==> src/design/assert_macros.svh <==
// Assertion macros used by the core design file.
`ifndef ASSERT_MACROS_SVH
`define ASSERT_MACROS_SVH

// The condition must never hold outside reset.
`define ASSERT_NEVER(label, clk, rst_n, cond) \
	label: assert property (@(posedge clk) disable iff (!(rst_n)) !(cond)) \
		else $error("%m: forbidden condition seen");

// The antecedent must always bring the consequent in the same cycle.
`define ASSERT_IMPLIES(label, clk, rst_n, ante, cons) \
	label: assert property (@(posedge clk) disable iff (!(rst_n)) (ante) |-> (cons)) \
		else $error("%m: implication failed");

`endif

==> src/design/ccs_pkg.sv <==
// Types and character codes for the comment stripper and line normaliser.
package ccs_pkg;

	localparam logic [7:0] CH_QUOTE  = 8'h22;
	localparam logic [7:0] CH_BSLASH = 8'h5C;
	localparam logic [7:0] CH_SLASH  = 8'h2F;
	localparam logic [7:0] CH_STAR   = 8'h2A;
	localparam logic [7:0] CH_NL     = 8'h0A;
	localparam logic [7:0] CH_TAB    = 8'h09;
	localparam logic [7:0] CH_SPACE  = 8'h20;

	localparam logic KIND_CHAR = 1'b0;
	localparam logic KIND_EOL  = 1'b1;

	// Output buffer depth and its derived widths.
	localparam int FIFO_DEPTH = 4;
	localparam int PTR_W      = $clog2(FIFO_DEPTH);
	localparam int CNT_W      = $clog2(FIFO_DEPTH + 1);

	typedef struct packed {
		logic in_string;
		logic escape_pending;
		logic in_block_comment;
		logic star_seen;
		logic slash_pending;
		logic in_line_comment;
		logic line_has_text;
	} ccs_state_t;

	typedef struct packed {
		logic       kind;
		logic [7:0] byte_out;
		logic       last;
	} ccs_item_t;

	// Up to two result words produced by one input word.
	typedef struct packed {
		logic [1:0] count;
		ccs_item_t  item1;
		ccs_item_t  item0;
	} ccs_result_t;

endpackage

==> src/design/ccs_in_if.sv <==
// Input channel: one source byte or an end-of-input marker per word.
interface ccs_in_if;
	logic       valid;
	logic       ready;
	logic [7:0] byte_in;
	logic       end_of_input;

	modport source (output valid, output byte_in, output end_of_input, input ready);
	modport sink (input valid, input byte_in, input end_of_input, output ready);
endinterface

==> src/design/ccs_out_if.sv <==
// Output channel: one character or end-of-line word per transfer.
interface ccs_out_if;
	logic       valid;
	logic       ready;
	logic       kind;
	logic [7:0] byte_out;
	logic       last;

	modport source (output valid, output kind, output byte_out, output last, input ready);
	modport sink (input valid, input kind, input byte_out, input last, output ready);
endinterface

==> src/design/c_comment_strip_line_normalizer_core.sv <==
// Top level of the C comment stripper and line normaliser.
// Usage:
//   in_ch carries one source byte per word, or an end-of-input marker with
//   end_of_input high (byte_in then ignored). out_ch carries character words
//   (kind 0) and end-of-line words (kind 1, byte 0); last marks the final
//   word caused by one input word. An input word causes zero, one or two
//   output words. A word is moved when valid and ready are both high.
// Path: a word accepted sits in the input register, is scanned from there
//   and, once two buffer slots are free, is written to a four-word output
//   buffer, from which its results are taken.
// Throughput: one input word per cycle and one output word per cycle while
//   the receiver holds ready high and the buffer has room; the output port's
//   single word per cycle sets the pace; words with two results slow the input.
// Stall: while the receiver holds ready low the buffer fills; the input
//   register waits once fewer than two buffer slots are free, and then
//   in_ch.ready falls. Nothing is dropped.
// Reset: arst_n clears the lexical state, the input register's valid flag
//   and the buffer pointers and count at once; in_ch.ready is high on release.
`include "assert_macros.svh"

module c_comment_strip_line_normalizer_core (
	input  logic           clk,
	input  logic           arst_n,
	ccs_in_if.sink         in_ch,
	ccs_out_if.source      out_ch
);

	logic                             valid_s1;
	logic [7:0]                       byte_s1;
	logic                             eoi_s1;
	ccs_pkg::ccs_state_t              state_q;
	ccs_pkg::ccs_state_t              state_nxt;
	ccs_pkg::ccs_result_t             res;
	ccs_pkg::ccs_item_t               mem_q [ccs_pkg::FIFO_DEPTH];
	logic [ccs_pkg::PTR_W-1:0]        wr_ptr_q;
	logic [ccs_pkg::PTR_W-1:0]        rd_ptr_q;
	logic [ccs_pkg::CNT_W-1:0]        count_q;
	logic                             advance;
	logic                             pop;
	logic [ccs_pkg::CNT_W-1:0]        push_cnt;

	ccs_step u_step (
		.cur          (state_q),
		.byte_in      (byte_s1),
		.end_of_input (eoi_s1),
		.nxt          (state_nxt),
		.res          (res)
	);

	// The scanned word moves on only when both of its possible results fit.
	assign advance  = valid_s1 &&
		(count_q <= ccs_pkg::CNT_W'(ccs_pkg::FIFO_DEPTH - 2));
	assign in_ch.ready = !valid_s1 || advance;
	assign pop      = out_ch.valid && out_ch.ready;
	assign push_cnt = advance ? ccs_pkg::CNT_W'(res.count) : '0;

	always_ff @(posedge clk or negedge arst_n) begin
		if (!arst_n) begin
			valid_s1 <= 1'b0;
		end else if (in_ch.ready) begin
			valid_s1 <= in_ch.valid;
		end
	end

	always_ff @(posedge clk) begin
		if (in_ch.valid && in_ch.ready) begin
			byte_s1 <= in_ch.byte_in;
			eoi_s1  <= in_ch.end_of_input;
		end
	end

	always_ff @(posedge clk or negedge arst_n) begin
		if (!arst_n) begin
			state_q  <= '0;
			wr_ptr_q <= '0;
			rd_ptr_q <= '0;
			count_q  <= '0;
		end else begin
			if (advance) begin
				state_q  <= state_nxt;
				wr_ptr_q <= wr_ptr_q + ccs_pkg::PTR_W'(res.count);
			end
			if (pop) begin
				rd_ptr_q <= rd_ptr_q + 1'b1;
			end
			count_q <= count_q + push_cnt - ccs_pkg::CNT_W'(pop);
		end
	end

	always_ff @(posedge clk) begin
		if (advance && res.count != 2'd0) begin
			mem_q[wr_ptr_q] <= res.item0;
		end
		if (advance && res.count == 2'd2) begin
			mem_q[wr_ptr_q + 1'b1] <= res.item1;
		end
	end

	assign out_ch.valid    = (count_q != '0);
	assign out_ch.kind     = mem_q[rd_ptr_q].kind;
	assign out_ch.byte_out = mem_q[rd_ptr_q].byte_out;
	assign out_ch.last     = mem_q[rd_ptr_q].last;

	`ASSERT_NEVER(a_count_bound, clk, arst_n, count_q > ccs_pkg::CNT_W'(ccs_pkg::FIFO_DEPTH))
	`ASSERT_NEVER(a_string_in_comment, clk, arst_n, state_q.in_string && state_q.in_block_comment)
	`ASSERT_IMPLIES(a_slash_outside_string, clk, arst_n, state_q.slash_pending,
		!state_q.in_string && !state_q.in_line_comment)
	`ASSERT_IMPLIES(a_eol_last, clk, arst_n, out_ch.valid && out_ch.kind, out_ch.last)

endmodule

==> src/design/ccs_step.sv <==
// Per-byte scanner: next lexical state and the result words for one input.
module ccs_step (
	input  ccs_pkg::ccs_state_t  cur,
	input  logic [7:0]           byte_in,
	input  logic                 end_of_input,
	output ccs_pkg::ccs_state_t  nxt,
	output ccs_pkg::ccs_result_t res
);

	logic line_end;
	logic do_plain;
	logic pre_slash;
	logic plain_emit;
	logic is_blank;

	assign line_end = end_of_input || (byte_in == ccs_pkg::CH_NL);
	assign is_blank = (byte_in == ccs_pkg::CH_SPACE) || (byte_in == ccs_pkg::CH_TAB);

	always_comb begin
		nxt        = cur;
		res        = '0;
		do_plain   = 1'b0;
		pre_slash  = 1'b0;
		plain_emit = 1'b0;

		if (line_end) begin
			nxt.in_string       = 1'b0;
			nxt.escape_pending  = 1'b0;
			nxt.slash_pending   = 1'b0;
			nxt.in_line_comment = 1'b0;
			nxt.line_has_text   = 1'b0;
			nxt.star_seen       = 1'b0;
		end else if (cur.in_block_comment) begin
			if (cur.star_seen && byte_in == ccs_pkg::CH_SLASH) begin
				nxt.in_block_comment = 1'b0;
				nxt.star_seen        = 1'b0;
			end else begin
				nxt.star_seen = (byte_in == ccs_pkg::CH_STAR);
			end
		end else if (cur.in_line_comment) begin
			nxt = cur;
		end else if (cur.slash_pending) begin
			nxt.slash_pending = 1'b0;
			if (byte_in == ccs_pkg::CH_SLASH) begin
				nxt.in_line_comment = 1'b1;
			end else if (byte_in == ccs_pkg::CH_STAR) begin
				nxt.in_block_comment = 1'b1;
				nxt.star_seen        = 1'b0;
			end else begin
				// A lone slash is a character; the byte after it is scanned as usual.
				pre_slash         = 1'b1;
				nxt.line_has_text = 1'b1;
				do_plain          = 1'b1;
			end
		end else begin
			do_plain = 1'b1;
		end

		// A slash pending never coexists with a string, so the string flags are current.
		if (do_plain) begin
			if (cur.in_string) begin
				if (cur.escape_pending) begin
					nxt.escape_pending = 1'b0;
					plain_emit         = 1'b1;
				end else if (!is_blank) begin
					plain_emit = 1'b1;
					if (byte_in == ccs_pkg::CH_QUOTE) begin
						nxt.in_string = 1'b0;
					end else if (byte_in == ccs_pkg::CH_BSLASH) begin
						nxt.escape_pending = 1'b1;
					end
				end
			end else if (!is_blank) begin
				if (byte_in == ccs_pkg::CH_SLASH) begin
					nxt.slash_pending = 1'b1;
				end else begin
					plain_emit = 1'b1;
					if (byte_in == ccs_pkg::CH_QUOTE) begin
						nxt.in_string = 1'b1;
					end
				end
			end
			if (plain_emit) begin
				nxt.line_has_text = 1'b1;
			end
		end

		if (line_end) begin
			if (cur.slash_pending) begin
				res.count = 2'd2;
				res.item0 = '{kind: ccs_pkg::KIND_CHAR, byte_out: ccs_pkg::CH_SLASH, last: 1'b0};
				res.item1 = '{kind: ccs_pkg::KIND_EOL, byte_out: 8'h00, last: 1'b1};
			end else if (cur.line_has_text) begin
				res.count = 2'd1;
				res.item0 = '{kind: ccs_pkg::KIND_EOL, byte_out: 8'h00, last: 1'b1};
			end
		end else if (pre_slash && plain_emit) begin
			res.count = 2'd2;
			res.item0 = '{kind: ccs_pkg::KIND_CHAR, byte_out: ccs_pkg::CH_SLASH, last: 1'b0};
			res.item1 = '{kind: ccs_pkg::KIND_CHAR, byte_out: byte_in, last: 1'b1};
		end else if (pre_slash) begin
			res.count = 2'd1;
			res.item0 = '{kind: ccs_pkg::KIND_CHAR, byte_out: ccs_pkg::CH_SLASH, last: 1'b1};
		end else if (plain_emit) begin
			res.count = 2'd1;
			res.item0 = '{kind: ccs_pkg::KIND_CHAR, byte_out: byte_in, last: 1'b1};
		end
	end

endmodule

==> src/flat_wrapper.sv <==
// flat-port wrapper written by rule: the top's interface ports become plain ports
module c_comment_strip_line_normalizer_core_flat 
  (clk, arst_n, in_ch_valid, in_ch_byte_in, in_ch_end_of_input, in_ch_ready, out_ch_valid, out_ch_kind, out_ch_byte_out, out_ch_last, out_ch_ready);
  ccs_in_if in_ch_i ();
  ccs_out_if out_ch_i ();
  input  logic clk;
  input  logic arst_n;
  input wire logic [$bits(in_ch_i.valid)-1:0] in_ch_valid;
  input wire logic [$bits(in_ch_i.byte_in)-1:0] in_ch_byte_in;
  input wire logic [$bits(in_ch_i.end_of_input)-1:0] in_ch_end_of_input;
  output wire logic [$bits(in_ch_i.ready)-1:0] in_ch_ready;
  output wire logic [$bits(out_ch_i.valid)-1:0] out_ch_valid;
  output wire logic [$bits(out_ch_i.kind)-1:0] out_ch_kind;
  output wire logic [$bits(out_ch_i.byte_out)-1:0] out_ch_byte_out;
  output wire logic [$bits(out_ch_i.last)-1:0] out_ch_last;
  input wire logic [$bits(out_ch_i.ready)-1:0] out_ch_ready;
  assign in_ch_i.valid = in_ch_valid;
  assign in_ch_i.byte_in = in_ch_byte_in;
  assign in_ch_i.end_of_input = in_ch_end_of_input;
  assign in_ch_ready = in_ch_i.ready;
  assign out_ch_valid = out_ch_i.valid;
  assign out_ch_kind = out_ch_i.kind;
  assign out_ch_byte_out = out_ch_i.byte_out;
  assign out_ch_last = out_ch_i.last;
  assign out_ch_i.ready = out_ch_ready;
  c_comment_strip_line_normalizer_core u_core (.clk(clk), .arst_n(arst_n), .in_ch(in_ch_i), .out_ch(out_ch_i));
endmodule
==> config.mk <==
export PLATFORM = sky130hd
export DESIGN_NAME = c_comment_strip_line_normalizer_core_flat
export DESIGN_NICKNAME = d
export VERILOG_FILES = /design/src/design/ccs_pkg.sv /design/src/design/ccs_in_if.sv /design/src/design/ccs_out_if.sv /design/src/design/c_comment_strip_line_normalizer_core.sv /design/src/design/ccs_step.sv /design/src/flat_wrapper.sv
export VERILOG_INCLUDE_DIRS = /design/src /design/src/design
export SDC_FILE = /design/constraint.sdc
export NUM_CORES = 1
export LEC_CHECK = 0
export BUFFER_PORTS_ARGS = -buffer_cell sky130_fd_sc_hd__buf_2
export CORE_ASPECT_RATIO = 0.6
export CORE_MARGIN = 2
export CORE_UTILIZATION = 54
export DETAILED_ROUTE_END_ITERATION = 10
export PLACE_DENSITY = 0.76
export SLEW_MARGIN = 40
export SYNTH_ARGS = -nofsm -noshare
export SYNTH_HDL_FRONTEND = slang
export SYNTH_SLANG_ARGS = --single-unit
==> constraint.sdc <==
create_clock -name clk -period 3.59 [get_ports clk]
set_input_delay 0.5385 -clock clk [delete_from_list [all_inputs] [get_ports clk]]
set_output_delay 0.5385 -clock clk [all_outputs]
set_load 0.1 [all_outputs]
==> results by group <==
Status
  • Outcome: complete, no violations

Clock network
  • TritonCTS clock tree: done
  • CTS Buffer Depth: 2
  • Clk_lat worst skew: 340 ps
  • Clock buffer count from CTS: 9
  • CTS root buf: clkbuf_8
  • Worst-path clk slew: 70 ps
  • Clock sink total: 64
  • Max H-tree Level: 3

Floorplan
  • DIE AREA: 6935 um^2
  • I/O Pins: 25
  • Chip Height: 65.31 um
  • Die W: 106.2 um
  • Row count: 22
  • Core area: 6083 um^2
  • Initial core utilization: 55.61%

Route
  • Vias per inst: 5.862
  • Via count of the routed design: 2,415
  • First-pass DRT Iterations: 4
  • Routed WL per cell: 18.06 um
  • DRT iter0 DRCs: 176
  • Remaining DRCs: 0
  • DRT antenna net count: 0
  • WL final: 7.439 mm

Finish
  • Final #Nets: 341
  • Filler cells: 481
  • Non-filler cells, final: 412
  • Final instance area: 3978 um^2
  • Fraction of layout cells with a size suffix above 1: 28.35%
  • Diodes inserted: 0
  • Synth-to-layout area growth: 17.57%
  • Final Util: 65.38%

Timing
  • Final worst setup slack: 219.1 ps
  • Minimum clock period: 3371 ps
  • F_max: 296.7 MHz
  • Final Max Slew Viols: 0
  • Final worst-path cycle share: 93.90%
  • Final-report hold violation count: 0
  • Final setup fails: 0
  • Worst-Margin Slew: 723.9 ps
  • Clk_skew: 7.125 ps
  • Worst relative slew slack: 51.74%

Worst setup path
  • Worst Path Max Fanout: 6
  • Worst EP arrival: 3600 ps
  • Setup slack, reg-to-reg: 220 ps
  • Startpoint types: register
  • Crit. End Element: register
  • Critical Path RT: 3820 ps
  • Reg2reg end: u_core.count_q[2]
  • CP Capture Point: u_core.count_q[2]
  • Critical path class: reg2reg
  • Max stage delay on crit path: 470 ps
  • Critical Path Stages: 13
  • WP buf/inv: 1
  • Crit-path cells: and3b_1 > a31oi_4 > nand3_2 > nor2_1 > ha_1 > inv_1 > a311oi_4 > a21oi_1 > nand2b_1 > ha_1 > fa_1 > xor2_1 > xnor2_1
  • Crit path launch: u_core.byte_s1[1]
  • CP top delay family: adder cells
  • Crit path max-delay cell type: edfxtp_1
  • R2R depth: 13
  • Most common cell on crit path: ha_1
  • Reg2reg start: u_core.byte_s1[1]

Power and ir drop
  • Comb power frac: 45.3%
  • Clock share of power: 19.7%
  • Sw frac: 45.82%
  • Worst IR Drop VDD: 0.0005941 V
  • Register share of total power: 35.0%
  • Switch Pwr: 1.541 mW
  • Post-layout power: 3.364 mW
  • Pleak: 1.604 nW
  • PD cells: 845.7 nW/um^2
  • Internal: 1.823 mW

Run
  • Max Cap Viol: 0

Synth
  • XOR/XNOR Fraction of Synth Area: 1.812%
  • Cell Area, Synth: 3383 um^2
  • Largest family of logic cells by synthesized area: compound AO/OA/AOI/OAI gates
  • FFs w/ async S/R, synth: 23.44%
  • Synth Flop Type: edfxtp_1
  • EDFF count, synth: 49
  • Sequential-to-total area share from yosys stat: 54.59%
  • Synth Area in Compound Gates: 16.68%
  • Synth unique cells: 55
  • Post-synthesis mux area share: 7.618%
  • Cells after synthesis: 272
  • Avg Cell Area, Syn: 12.44 um^2
  • Net count after synthesis: 290
  • Adder-cell share of the synthesized area: 2.071%
  • Ys Warns: 0
  • #FFs+latches synth: 64
  • Synth Area in Simple Gates: 14.28%

Placement
  • Place WS: -0.9723 ps
  • Cell area after placement: 3726 um^2
  • Placed insts: 393
  • GP Congestion: 0.8807
  • IO Port Bufs: 24
  • Detail Placement HPWL: 5.562 mm

GRT
  • Vias in the first global route: 2,401
  • Total grt overflow: 0
  • Largest net degree at the start of global routing: 16
  • Initial antenna violation count: 0
  • First-pass GRT wire length: 12.18 mm
  • All-Layer GR Usage: 23.68%

Hold path
  • Hold WC Path Type: in2async
## cells by family after synthesis
| family | count (synthesis) |
|---|---|
| compound gates | 74 |
| xor+xnor | 7 |
| fa+ha+maj | 5 |
| buf+inv | 20 |
| flops | 64 |
| mux | 12 |
| simple gates | 90 |
## registers in the layout (all words and copies together), names as in the netlist
name and count:
u_core.byte_s1 8, u_core.rd_ptr_q 2, u_core.state_q 7, u_core.valid_s1 1
u_core.eoi_s1 1, u_core.mem_q 40, u_core.wr_ptr_q 2, u_core.count_q 3
## power groups by stage
stage	Sequential, mW	Combinational, mW	Clock, mW
floorplan	1.06	1.33	0
global placement	1.19	1.48	0
detailed placement	1.20	1.50	0
CTS	1.18	1.50	0.673
global route	1.20	1.61	0.708
finish	1.18	1.52	0.661
## layer usage
| layer | up-vias | track usage (%) | share of wire, % |
|---|---|---|---|
| met3 | 13 | 6.845 | 6.7 |
| li1 | 1147 | - | - |
| met4 | 0 | 8.882 | 1.5 |
| met2 | 92 | 34.21 | 43 |
| met1 | 1163 | 34.15 | 49 |
| met5 | - | 0 | 0 |
## metrics by stage
step,hold slack [ps],TNS [ps]
floorplan,242.9,0
global placement,459.1,0
detailed placement,467.9,-0.9723
CTS,95.69,0
global route,93.12,-20.20
finish,94.43,0
## synth_stat cells (5+ instances only)
| cell type | count | area, um^2 |
|---|---|---|
| edfxtp_1 | 49 | 1471 |
| o21ai_0 | 23 | 115.1 |
| nand2_1 | 22 | 82.58 |
| a21o_1 | 21 | 157.7 |
| dfrtp_1 | 15 | 375.4 |
| nor2_1 | 15 | 56.30 |
| mux4_2 | 10 | 225.2 |
| nand3_1 | 10 | 50.05 |
| inv_1 | 8 | 30.03 |
| nand4_1 | 7 | 43.79 |
| nand2b_1 | 6 | 37.54 |
| and2_1 | 5 | 31.28 |
| buf_2 | 5 | 25.02 |
## how the worst min path moves through the flow
stage / startpoint / cells after the start / endpoint / slack (ps)
finish: arst_n / 1 / u_core.state_q[0] / 90
global route: arst_n / 1 / u_core.state_q[0] / 90
CTS: arst_n / 1 / u_core.state_q[0] / 100
detailed placement: arst_n / 1 / u_core.state_q[5] / 470
global placement: arst_n / 1 / u_core.state_q[6] / 460
floorplan: arst_n / 0 / u_core.count_q[0] / 240
## timing repair
| action | CTS | global route |
|---|---|---|
| resized for setup | 1 | 1 |
| buffers inserted | 0 | 3 |
| setup endpoints to repair | 1 | 1 |
| hold buffers | 0 | 0 |
## layout make-up
type,count,area (um^2),area share (%)
Sequential cell,64,1847,46.43
Multi-Input combinational cell,188,1454,36.55
Tap cell,84,105.1,2.642
Inverter,8,30.03,0.7550
Clock inverter,6,83.83,2.108
Timing Repair Buffer,52,330.3,8.305
Clock buffer,10,127.6,3.209
## cells in the final DEF (no fill, tap or decap), drive strengths merged, types with 3 or more instances in the layout
master and count:
a31oi 5, clkbuf 10, nand2b 6, ha 4, a21o 21, or3 4, nor2 15, o21ai 24
o31ai 6, nand3 11, and2 5, dfrtp 15, xnor2 3, edfxtp 49, a21oi 5, mux4 10
and3 4, xor2 4, buf 52, nand4 7, nor2b 4, nand2 22, inv 8, nor3 3
## worst register-to-register path: stages, from the launching register on
cell,delay [ps]
edfxtp_1,470
and3b_1,310
a31oi_4,290
nand3_2,100
nor2_1,110
ha_1,210
inv_1,100
a311oi_4,390
a21oi_1,90
nand2b_1,170
ha_1,320
fa_1,430
xor2_1,160
xnor2_1,120
Power figures use the tool's default switching activity.
